**src/rtl/brds_pkg.sv**
```systemverilog
`default_nettype none

package brds_pkg;

    localparam int MAX_DIGITS = 64;
    localparam int CNT_W      = 7;
    localparam int IDX_W      = 6;

    // input width modes
    localparam logic [1:0] IN_W32 = 2'd0;
    localparam logic [1:0] IN_W16 = 2'd1;
    localparam logic [1:0] IN_W64 = 2'd2;

    // output width modes
    localparam logic [1:0] OUT_W8  = 2'd0;
    localparam logic [1:0] OUT_W16 = 2'd1;
    localparam logic [1:0] OUT_W32 = 2'd2;

    // accumulate operations of the shared multiplier
    typedef logic [2:0] mac_op_t;
    localparam mac_op_t MAC_LOAD_HI = 3'd0;  // acc = prod >> 32
    localparam mac_op_t MAC_ADD     = 3'd1;  // acc += prod
    localparam mac_op_t MAC_FOLD    = 3'd2;  // acc = (acc >> 32) + prod
    localparam mac_op_t MAC_LOAD    = 3'd3;  // acc = prod
    localparam mac_op_t MAC_ADD_HI  = 3'd4;  // acc += prod << 32, mod 2^64

    typedef struct packed {
        logic    vld;
        mac_op_t op;
    } mac_cmd_t;

    typedef struct packed {
        logic done;
        logic busy;
    } div_stat_t;

    function automatic logic [63:0] in_trim(input logic [1:0] mode, input logic [63:0] x);
        logic [63:0] r;
        case (mode)
            IN_W32:  r = {32'h0, x[31:0]};
            IN_W16:  r = {48'h0, x[15:0]};
            default: r = x;
        endcase
        return r;
    endfunction

    function automatic logic [31:0] out_trim(input logic [1:0] mode, input logic [63:0] v);
        logic [31:0] r;
        case (mode)
            OUT_W8:  r = {24'h0, v[7:0]};
            OUT_W16: r = {16'h0, v[15:0]};
            default: r = v[31:0];
        endcase
        return r;
    endfunction

    function automatic logic [CNT_W-1:0] digit_total(input logic [CNT_W-1:0] cnt);
        logic [CNT_W-1:0] r;
        if (cnt == '0)
            r = CNT_W'(1);
        else if (cnt > CNT_W'(MAX_DIGITS))
            r = CNT_W'(MAX_DIGITS);
        else
            r = cnt;
        return r;
    endfunction

endpackage

`default_nettype wire

```
**src/rtl/brds_mac.sv**
```systemverilog
`default_nettype none

module brds_mac
    import brds_pkg::*;
(
    input  wire logic        clk,
    input  wire logic        rst_n,
    input  wire mac_cmd_t    cmd,
    input  wire logic [31:0] op_a,
    input  wire logic [31:0] op_b,
    output logic      [63:0] acc
);

    logic [63:0] prod_reg;
    mac_op_t     op_reg;
    logic        vld_reg;
    logic [65:0] acc_reg;
    logic [65:0] acc_next;

    // product registered, then folded into the accumulator on the following cycle
    always_ff @(posedge clk)
    begin
        prod_reg <= 64'(op_a) * 64'(op_b);
        op_reg   <= cmd.op;
    end

    always_ff @(posedge clk or negedge rst_n)
    begin
        if (!rst_n)
            vld_reg <= 1'b0;
        else
            vld_reg <= cmd.vld;
    end

    always_comb
    begin
        case (op_reg)
            MAC_LOAD_HI: acc_next = {34'h0, prod_reg[63:32]};
            MAC_ADD:     acc_next = acc_reg + {2'b00, prod_reg};
            MAC_FOLD:    acc_next = {32'h0, acc_reg[65:32]} + {2'b00, prod_reg};
            MAC_LOAD:    acc_next = {2'b00, prod_reg};
            MAC_ADD_HI:  acc_next = {2'b00, acc_reg[63:0] + {prod_reg[31:0], 32'h0}};
            default:     acc_next = acc_reg;
        endcase
    end

    always_ff @(posedge clk)
    begin
        if (vld_reg)
            acc_reg <= acc_next;
    end

    assign acc = acc_reg[63:0];

endmodule

`default_nettype wire

```
**src/rtl/brds_div.sv**
```systemverilog
`default_nettype none

module brds_div
    import brds_pkg::*;
(
    input  wire logic        clk,
    input  wire logic        rst_n,
    input  wire logic        start,
    input  wire logic [63:0] dividend,
    input  wire logic [31:0] divisor,
    output div_stat_t        stat,
    output logic      [63:0] quotient,
    output logic      [31:0] remainder
);

    logic [63:0] quo_reg;
    logic [31:0] rem_reg;
    logic [6:0]  cnt_reg;
    logic        run_reg;
    logic        done_reg;

    logic [32:0] r_sh;
    logic        ge;
    logic [31:0] rem_next;

    // restoring division, one quotient bit per cycle, MSB first
    assign r_sh     = {rem_reg, quo_reg[63]};
    assign ge       = (r_sh >= {1'b0, divisor});
    assign rem_next = ge ? 32'(r_sh - {1'b0, divisor}) : r_sh[31:0];

    always_ff @(posedge clk)
    begin
        if (start)
        begin
            quo_reg <= dividend;
            rem_reg <= '0;
        end
        else if (run_reg)
        begin
            quo_reg <= {quo_reg[62:0], ge};
            rem_reg <= rem_next;
        end
    end

    always_ff @(posedge clk or negedge rst_n)
    begin
        if (!rst_n)
        begin
            cnt_reg  <= '0;
            run_reg  <= 1'b0;
            done_reg <= 1'b0;
        end
        else
        begin
            done_reg <= 1'b0;
            if (start)
            begin
                cnt_reg <= 7'd64;
                run_reg <= 1'b1;
            end
            else if (run_reg)
            begin
                cnt_reg <= cnt_reg - 7'd1;
                if (cnt_reg == 7'd1)
                begin
                    run_reg  <= 1'b0;
                    done_reg <= 1'b1;
                end
            end
        end
    end

    assign stat.done = done_reg;
    assign stat.busy = run_reg;
    assign quotient  = quo_reg;
    assign remainder = rem_reg;

endmodule

`default_nettype wire

```
**src/rtl/barrett_radix_digit_split.sv**
```systemverilog
// Splits one dividend into base_value digits, lowest first, one beat per digit on
// result_valid; the receiver cannot stall, so each beat is on the ports for a single
// cycle and must be taken then. A dividend is taken when start is high and busy low;
// busy stays high until the final quotient beat, which carries last_digit. Each Barrett
// digit is paced by the one 32x32 multiplier being used six times per digit (four
// partial products for the high half, two for quotient times base) behind its two-stage
// accumulate. With divide_first set the first digit instead goes through the
// one-bit-per-cycle divider (or skips it if base_value is zero). Configuration is
// written through cfg_we/cfg_addr/cfg_wdata; the user must do so only while busy is
// low, and the block itself does not enforce this.
`default_nettype none

module barrett_radix_digit_split
    import brds_pkg::*;
(
    input  wire logic        clk,
    input  wire logic        rst_n,
    input  wire logic        cfg_we,
    input  wire logic [2:0]  cfg_addr,
    input  wire logic [63:0] cfg_wdata,
    input  wire logic        start,
    output logic             busy,
    input  wire logic [63:0] dividend,
    output logic             result_valid,
    output logic      [31:0] digit,
    output logic      [5:0]  digit_index,
    output logic             last_digit
);

    localparam logic [2:0] REG_BASE    = 3'd0;
    localparam logic [2:0] REG_DCOUNT  = 3'd1;
    localparam logic [2:0] REG_RECIP   = 3'd2;
    localparam logic [2:0] REG_SHIFT   = 3'd3;
    localparam logic [2:0] REG_INMODE  = 3'd4;
    localparam logic [2:0] REG_OUTMODE = 3'd5;
    localparam logic [2:0] REG_DIVF    = 3'd6;

    localparam logic [3:0] S_IDLE  = 4'd0;
    localparam logic [3:0] S_M0    = 4'd1;
    localparam logic [3:0] S_M1    = 4'd2;
    localparam logic [3:0] S_M2    = 4'd3;
    localparam logic [3:0] S_M3    = 4'd4;
    localparam logic [3:0] S_MW    = 4'd5;
    localparam logic [3:0] S_SHIFT = 4'd6;
    localparam logic [3:0] S_QB0   = 4'd7;
    localparam logic [3:0] S_QB1   = 4'd8;
    localparam logic [3:0] S_QW    = 4'd9;
    localparam logic [3:0] S_REM   = 4'd10;
    localparam logic [3:0] S_DIVGO = 4'd11;
    localparam logic [3:0] S_DIVW  = 4'd12;
    localparam logic [3:0] S_LAST  = 4'd13;

    // configuration
    logic [31:0]      base_reg;
    logic [CNT_W-1:0] dcount_reg;
    logic [63:0]      recip_reg;
    logic [5:0]       shamt_reg;
    logic [1:0]       inmode_reg;
    logic [1:0]       outmode_reg;
    logic             divf_reg;

    always_ff @(posedge clk or negedge rst_n)
    begin
        if (!rst_n)
        begin
            base_reg    <= 32'd2;
            dcount_reg  <= CNT_W'(1);
            recip_reg   <= '0;
            shamt_reg   <= '0;
            inmode_reg  <= IN_W32;
            outmode_reg <= OUT_W8;
            divf_reg    <= 1'b0;
        end
        else if (cfg_we)
        begin
            unique case (cfg_addr)
                REG_BASE:    base_reg    <= cfg_wdata[31:0];
                REG_DCOUNT:  dcount_reg  <= cfg_wdata[CNT_W-1:0];
                REG_RECIP:   recip_reg   <= cfg_wdata;
                REG_SHIFT:   shamt_reg   <= cfg_wdata[5:0];
                REG_INMODE:  inmode_reg  <= cfg_wdata[1:0];
                REG_OUTMODE: outmode_reg <= cfg_wdata[1:0];
                REG_DIVF:    divf_reg    <= cfg_wdata[0];
                default:     ;
            endcase
        end
    end

    // sequencer state
    logic [3:0]       state_reg,  state_next;
    logic [63:0]      x_reg,      x_next;
    logic [63:0]      q_reg,      q_next;
    logic [CNT_W-1:0] cnt_reg,    cnt_next;
    logic [IDX_W-1:0] k_reg,      k_next;
    logic             vld_reg,    vld_next;
    logic [31:0]      digit_reg,  digit_next;
    logic [IDX_W-1:0] idx_reg,    idx_next;
    logic             last_reg,   last_next;

    mac_cmd_t    mac_cmd;
    logic [31:0] mac_a;
    logic [31:0] mac_b;
    logic [63:0] mac_acc;

    logic        div_start;
    div_stat_t   div_stat;
    logic [63:0] div_quo;
    logic [31:0] div_rem;

    logic             accept;
    logic [CNT_W-1:0] total;
    logic             more_steps;

    brds_mac u_mac (
        .clk   (clk),
        .rst_n (rst_n),
        .cmd   (mac_cmd),
        .op_a  (mac_a),
        .op_b  (mac_b),
        .acc   (mac_acc)
    );

    brds_div u_div (
        .clk       (clk),
        .rst_n     (rst_n),
        .start     (div_start),
        .dividend  (x_reg),
        .divisor   (base_reg),
        .stat      (div_stat),
        .quotient  (div_quo),
        .remainder (div_rem)
    );

    assign busy       = (state_reg != S_IDLE);
    assign accept     = start && !busy;
    assign total      = digit_total(dcount_reg);
    // another remainder digit follows the one being emitted
    assign more_steps = (CNT_W'(k_reg) + CNT_W'(2)) < cnt_reg;

    always_comb
    begin
        state_next = state_reg;
        x_next     = x_reg;
        q_next     = q_reg;
        cnt_next   = cnt_reg;
        k_next     = k_reg;
        vld_next   = 1'b0;
        digit_next = digit_reg;
        idx_next   = idx_reg;
        last_next  = last_reg;
        mac_cmd    = '{vld: 1'b0, op: MAC_LOAD};
        mac_a      = x_reg[31:0];
        mac_b      = recip_reg[31:0];
        div_start  = 1'b0;

        unique case (state_reg)
            S_IDLE:
            begin
                if (accept)
                begin
                    x_next   = in_trim(inmode_reg, dividend);
                    cnt_next = total;
                    k_next   = '0;
                    if (total == CNT_W'(1))
                        state_next = S_LAST;
                    else if (divf_reg)
                        state_next = S_DIVGO;
                    else
                        state_next = S_M0;
                end
            end
            S_M0:
            begin
                mac_cmd    = '{vld: 1'b1, op: MAC_LOAD_HI};
                state_next = S_M1;
            end
            S_M1:
            begin
                mac_cmd    = '{vld: 1'b1, op: MAC_ADD};
                mac_b      = recip_reg[63:32];
                state_next = S_M2;
            end
            S_M2:
            begin
                mac_cmd    = '{vld: 1'b1, op: MAC_ADD};
                mac_a      = x_reg[63:32];
                state_next = S_M3;
            end
            S_M3:
            begin
                mac_cmd    = '{vld: 1'b1, op: MAC_FOLD};
                mac_a      = x_reg[63:32];
                mac_b      = recip_reg[63:32];
                state_next = S_MW;
            end
            S_MW:
                state_next = S_SHIFT;
            S_SHIFT:
            begin
                q_next     = mac_acc >> shamt_reg;
                state_next = S_QB0;
            end
            S_QB0:
            begin
                mac_cmd    = '{vld: 1'b1, op: MAC_LOAD};
                mac_a      = q_reg[31:0];
                mac_b      = base_reg;
                state_next = S_QB1;
            end
            S_QB1:
            begin
                mac_cmd    = '{vld: 1'b1, op: MAC_ADD_HI};
                mac_a      = q_reg[63:32];
                mac_b      = base_reg;
                state_next = S_QW;
            end
            S_QW:
                state_next = S_REM;
            S_REM:
            begin
                vld_next   = 1'b1;
                digit_next = out_trim(outmode_reg, x_reg - mac_acc);
                idx_next   = k_reg;
                last_next  = 1'b0;
                x_next     = q_reg;
                k_next     = k_reg + IDX_W'(1);
                state_next = more_steps ? S_M0 : S_LAST;
            end
            S_DIVGO:
            begin
                if (base_reg == '0)
                begin
                    // zero base: quotient all ones, remainder the dividend
                    vld_next   = 1'b1;
                    digit_next = out_trim(outmode_reg, x_reg);
                    idx_next   = k_reg;
                    last_next  = 1'b0;
                    x_next     = '1;
                    k_next     = k_reg + IDX_W'(1);
                    state_next = more_steps ? S_M0 : S_LAST;
                end
                else
                begin
                    div_start  = 1'b1;
                    state_next = S_DIVW;
                end
            end
            S_DIVW:
            begin
                if (div_stat.done)
                begin
                    vld_next   = 1'b1;
                    digit_next = out_trim(outmode_reg, {32'h0, div_rem});
                    idx_next   = k_reg;
                    last_next  = 1'b0;
                    x_next     = div_quo;
                    k_next     = k_reg + IDX_W'(1);
                    state_next = more_steps ? S_M0 : S_LAST;
                end
            end
            S_LAST:
            begin
                vld_next   = 1'b1;
                digit_next = out_trim(outmode_reg, x_reg);
                idx_next   = k_reg;
                last_next  = 1'b1;
                state_next = S_IDLE;
            end
            default:
                state_next = S_IDLE;
        endcase
    end

    always_ff @(posedge clk or negedge rst_n)
    begin
        if (!rst_n)
        begin
            state_reg <= S_IDLE;
            vld_reg   <= 1'b0;
        end
        else
        begin
            state_reg <= state_next;
            vld_reg   <= vld_next;
        end
    end

    always_ff @(posedge clk)
    begin
        x_reg     <= x_next;
        q_reg     <= q_next;
        cnt_reg   <= cnt_next;
        k_reg     <= k_next;
        digit_reg <= digit_next;
        idx_reg   <= idx_next;
        last_reg  <= last_next;
    end

    assign result_valid = vld_reg;
    assign digit        = digit_reg;
    assign digit_index  = idx_reg;
    assign last_digit   = last_reg;

    a_accept_busy: assert property (@(posedge clk) disable iff (!rst_n)
        accept |=> busy)
        else $error("accepted dividend did not make the block busy");

    a_last_idle: assert property (@(posedge clk) disable iff (!rst_n)
        (result_valid && last_digit) |-> !busy)
        else $error("final quotient beat while still busy");

    a_mid_busy: assert property (@(posedge clk) disable iff (!rst_n)
        (result_valid && !last_digit) |-> busy)
        else $error("remainder beat without a following quotient");

    a_div_live: assert property (@(posedge clk) disable iff (!rst_n)
        (state_reg == S_DIVW) |-> (div_stat.busy || div_stat.done))
        else $error("waiting on divider that is not running");

endmodule

`default_nettype wire
```
**config.mk**
```make
export PLATFORM = sky130hd
export DESIGN_NAME = barrett_radix_digit_split
export DESIGN_NICKNAME = d
export VERILOG_FILES = /design/src/rtl/brds_pkg.sv /design/src/rtl/brds_mac.sv /design/src/rtl/brds_div.sv /design/src/rtl/barrett_radix_digit_split.sv
export SDC_FILE = /design/constraint.sdc
export NUM_CORES = 2
export LEC_CHECK = 0
export BUFFER_PORTS_ARGS = -buffer_cell sky130_fd_sc_hd__buf_2
export CAP_MARGIN = 30
export CORE_ASPECT_RATIO = 1.2
export CORE_MARGIN = 2
export CORE_UTILIZATION = 55
export DETAILED_ROUTE_END_ITERATION = 7
export GPL_ROUTABILITY_DRIVEN = 0
export PLACE_DENSITY_LB_ADDON = 0.12
export SYNTH_ARGS = -nofsm -noshare
export SYNTH_HDL_FRONTEND = slang
export SYNTH_SLANG_ARGS = --single-unit
```
**constraint.sdc**
```tcl
create_clock -name clk -period 30 [get_ports clk]
set_input_delay 9 -clock clk [delete_from_list [all_inputs] [get_ports clk]]
set_output_delay 9 -clock clk [all_outputs]
set_load 0.005 [all_outputs]
```
Word level (Yosys, flattened, before mapping)
Cells that the tools add are included.
- bits in registers: 538
- bits in latches: 0
- bits in writable memories: 0
- bits in read-only memories: 0
- input bits: 135
- logic and storage cells: 151
- memories: 0
- $add $sub $neg: 8
- multipliers: 1
- divide/modulo/power cells: 0
- order comparisons: 3
- equal/unequal tests: 30
- shifts and indexed selects: 1
- multiplexer cells: 50
- bitwise operators: 0
- reduce and logical (&&, ||, !) cells: 33
- operators with widths (kind ; count):
    66-bit case mux with 5 select lines ; 1
    64-bit two-way mux ; 5
    32-bit case mux with 2 select lines ; 4
    64-bit case mux with 4 select lines ; 1
    32-bit case mux with 4 select lines ; 1
    64-bit case mux with 2 select lines ; 1
    32-bit two-way mux ; 3
    32-bit case mux with 3 select lines ; 1
    66-bit by 64-bit adder with 66-bit output ; 1
    34-bit by 64-bit adder with 65-bit output ; 1
    64-bit adder ; 1
    32-bit by 32-bit multiplier with 64-bit output ; 1
    64-bit by 6-bit >> shifter with 64-bit output ; 1
    32-bit subtractor ; 2
    4-bit case mux with 13 select lines ; 1
    33-bit by 32-bit greater-or-equal comparator with 1-bit output ; 1
    32-bit zero test ; 1
    6-bit two-way mux ; 5
    7-bit two-way mux ; 4
    4-bit equality test, second input constant ; 6
    4-bit two-way mux ; 6
    6-bit case mux with 4 select lines ; 1
    4-bit case mux with 5 select lines ; 1
    2-bit AND reduction ; 10
    other kinds (32) ; 66

Logic depth before layout (Yosys ltp)
- word-level depth: 7
- gate-level depth with buffers: 39
- depth with buffers taken out: 34

Cells and area by module
Synthesis repeated with hierarchy kept, for this count alone.
- cell total of the unflattened synthesis: 7650
- area total of the unflattened synthesis: 70654.0 um^2
- modules (own cells, without submodules) (module ; times used ; cells an instance ; area each (um^2) ; seq. area each (um^2)):
    brds_mac ; 1 ; 5037 ; 44874.3 ; 3348.2
    barrett_radix_digit_split ; 1 ; 2011 ; 19357.3 ; 8385.5
    brds_div ; 1 ; 602 ; 6422.4 ; 2787.7

Worst setup path after synthesis
No wires, ideal clock.
- path kind: input port to flip-flop
- start point: input start
- end point: register k_reg[0] (enable)
- setup time: 872 ps
- arrival time: 19881 ps
- data required time: 29128 ps
- path slack: 9247 ps
- stages: 2
- path buffers: 0
- cell sequence: nor2_1 -> a2111oi_0
- word-level cells in the longest chain between the ends: 3
- RTL lines (element ; line ; source):
    start: declaration ; barrett_radix_digit_split.sv:21 ; input wire logic start,
    1-bit logical AND ; barrett_radix_digit_split.sv:135 ; assign accept = start && !busy;
    2-bit inequality test (no line) ; - ;
    4-bit AND reduction (no line) ; - ;
    end signal: assignment ; barrett_radix_digit_split.sv:293 ; k_reg <= k_next;
    end: declaration ; barrett_radix_digit_split.sv:94 ; logic [IDX_W-1:0] k_reg, k_next;
Every way passes these cells.
A chain may end at the register's enable or synchronous reset.

Worst setup path in the final report
- start point: register state_reg[0]
- end point: register u_mac.prod_reg[63]
- word-level cells in the longest chain between the ends: 4
- RTL lines (element ; line ; source):
    start: declaration ; barrett_radix_digit_split.sv:90 ; logic [3:0] state_reg, state_next;
    start signal: assignment ; barrett_radix_digit_split.sv:283 ; state_reg <= state_next;
    4-bit by 3-bit equality test with 1-bit output (tied with other cells) ; barrett_radix_digit_split.sv:156 ; unique case (state_reg)
    2-bit OR reduction (no line) ; - ;
    32-bit case mux with 3 select lines or 32-bit case mux with 2 select lines (tied branches) ; barrett_radix_digit_split.sv:156 ;
    32-bit by 32-bit multiplier with 64-bit output * ; brds_mac.sv:23 ; prod_reg <= 64'(op_a) * 64'(op_b);
    end signal: assignment ; brds_mac.sv:23 ;
    end: declaration ; brds_mac.sv:14 ; logic [63:0] prod_reg;
Every way passes the cells marked *; elsewhere a longest branch is shown, timed or not.

==> results.yml <==
cells_and_area:
  final_net_count: 9267
  largest_reg_flops: 66
  layout-drive-gt1-share: 0.08933
  n_fill_cell: 11060
  syn_to_final_growth_pct: 7.341
clock_tree:
  root_buffer: "clkbuf_16"
  htree_levels: 2
  cts_resized: 0
  cts_max_path_buffers: 3
  cts.reportedPaths.clkPinSlew_ps: 70
  cts_tree: "yes"
  clkLatencyLatePin_ps: 700
  cts_inserted_buffers: 57
  post-cts-setup-buffer-count: 0
  clock-sinks: 538
  cts-hold-fix-buffers: 0
global_routing:
  grt_pass1_vias: 59900
  grt_pass1_wl_um: 384000
  grt-ovfl-total: 0
  grt_max_degree: 75
  gr-usage-all-layers: 0.4076
  antenna_found_initial: 9
setup_path:
  crit_top_cell: "fa_1"
  worstSetupStartpoint: "state_reg[0]"
  r2r_cells: 32
  critical_path.max_fanout: 61
  slowest_delay_ps: 740
  endpoint_kind: "register"
  rr_endpoint: "u_mac.prod_reg[63]"
  crit_type: "register to register"
  rr_startpoint: "state_reg[0]"
  worstPathRequired_ps: 30580
  arrival_ps: 11810
  rrSetupSlack_ps: 18770
  cp-start-kind: "register"
  cp_slowest_cell: "buf_4"
floorplan:
  start_util: 0.5532
  die-area_mm2: 0.1283
  dieHeight_um: 392.0
  coreArea_mm2: 0.1247
  ios: 176
  die_width_um: 327.3
  num_rows: 142
route:
  wl_um: 260800
  drt_iter0_drc: 7482
  wire_per_inst_um: 27.42
  avgViaCountPerCell: 6.409
  routed.top_layer: "met5"
  route.met3.wl_um: 31900
  wl_met2_um: 112700
  wl_met1_um: 90800
  drt_first_pass_iters: 8
  drc: 1
  postRouteAntennaNets: 0
  vias: 60970
yosys:
  ys_ff_latch: 538
  yosysSeqAreaShare: 0.2105
  synthFlopType: "edfxtp_1"
  syn_area_per_cell_um2: 8.755
  synth_cells: 7881
  async_reset_ff_frac: 0.2398
  synth_top_area_cell: "fa_1"
  yosysWarnings: 0
  syn_area_mm2: 0.06900
  synthesis.nets: 9350
  synth_top_area_frac: 0.2611
  synth.distinct_cells: 98
  netlist_top_cells_area: "fa_1, edfxtp_1, ha_1, nand2_1, inv_1"
  synth_edf_count: 310
worst_hold_path:
  hold_end: "dcount_reg[0]"
  hold_class: "register to register"
  hold_path_depth: 2
  hold_start: "dcount_reg[0]"
flow_run:
  drv_cap: 0
sta:
  max-slew-margin-rel: 0.2805
  grt_setup_unrepaired: "false"
  hold_violations: 0
  fin_crit_ps: 11230
  fmax_mhz: 89.01
  timing.final.crit_share: 0.3745
  drv_slew: 0
  worst_pin_slew_ps: 1079
  setup_viol: 0
  skew_ps: 47.65
  fin_setup_tns_ps: 0
placed_design:
  io_buffers: 175
  dp_hpwl_um: 201700
status:
  violations: "design-rule violations"
  outcome: "complete, but fails checks"
## worst max-delay path by stage
stage | to | cells past startpoint
2_1_floorplan | k_reg[0] | 2
5_1_grt | u_mac.prod_reg[63] | 32
6_report | u_mac.prod_reg[63] | 32
4_1_cts | u_mac.prod_reg[63] | 32
3_5_place_dp | u_mac.prod_reg[63] | 32
3_3_place_gp | u_mac.prod_reg[63] | 32
## stage by stage
| step | utilization | setup WS, ps | hold WS (ps) | cell area, um^2 | cells |
|---|---|---|---|---|---|
| after global routing | 0.5936 | 18320 | 514.2 | 74040 | 9503 |
| final | 0.5938 | 18770 | 503.6 | 74060 | 9512 |
| after floorplan | - | 9247 | 424.4 | 69000 | 7881 |
| after CTS | 0.5930 | 18930 | 508.6 | 73960 | 9499 |
| after detailed placement | 0.5767 | 19020 | 491.4 | 71930 | 9391 |
| after global placement | 0.5759 | 18680 | 484.6 | 71820 | 9386 |
## layout by cell type, fill, tap and decap left out, drive strengths merged, types with 57 or more instances in the layout
cell type and instances:
xnor2 144, nand2 1127, nand4 72, a221oi 67, xor2 88, buf 318, inv 1039, o21ai 392
dfxtp 99, nand3 120, dfrtp 127, nor3 59, o21bai 57, nor2 995, a221o 62, a21o 126
clkbuf 68, mux2i 62, ha 434, fa 900, a21oi 360, edfxtp 310, mux2 91
## cell usage after synthesis (55+ instances only)
library cell,count
dfrtp_1,127
a221oi_1,55
mux2i_1,62
o21bai_1,57
mux2_2,91
xnor2_1,144
o21ai_0,370
nor3_1,57
nand2_1,1126
nand4_1,72
nand3_1,120
dfxtp_1,99
a221o_1,62
a21oi_1,360
a21o_1,126
fa_1,900
edfxtp_1,310
ha_1,434
clkbuf_1,394
xor2_1,88
mux4_2,55
nor2_1,995
inv_1,1031
## kinds of logic (layout without fill, tap and decap cells)
kind of cell	after synthesis	in the layout	share of synthesized area
other	0	9	0
xor gates and xnor gates	232	232	0.02945
and+or+nand+nor	2607	2607	0.1575
DFF	538	538	0.2105
adders and majority gates	1334	1334	0.3398
AOI/OAI and AO/OA	1466	1466	0.1391
buffers and inverters	1496	1462	0.08187
muxes	208	208	0.04180
## worst max-delay path, delay by kind of cell, from the launching register on
| family | cells | cell delay (ps) |
|---|---|---|
| AOI/OAI and AO/OA | 6 | 1740 |
| xor gates and xnor gates | 1 | 120 |
| adders and majority gates | 9 | 4490 |
| buffers and inverters | 7 | 1830 |
| DFF | 1 | 720 |
| and+or+nand+nor | 9 | 2080 |
## routing by layer
metal	up-vias	track usage
li1	25920	-
met5	-	0
met4	2	0.3126
met1	29770	0.5001
met3	1095	0.1048
met2	4185	0.6169
## cell type report
type                            instances  area (um^2)  area share
Tap cell                             1656         2072     0.02798
Clock buffer                           67         1545     0.02086
Inverter                             1034         3881     0.05240
Multi-Input combinational cell       5847        49440      0.6675
Timing Repair Buffer                  320         2082     0.02811
Clock inverter                         41        490.5    0.006622
Sequential cell                       538        14530      0.1962
Antenna cell                            9        22.52   0.0003041
Power is not shown: default switching activity piles up to over one toggle a cycle in this logic, so the estimate is an artifact.
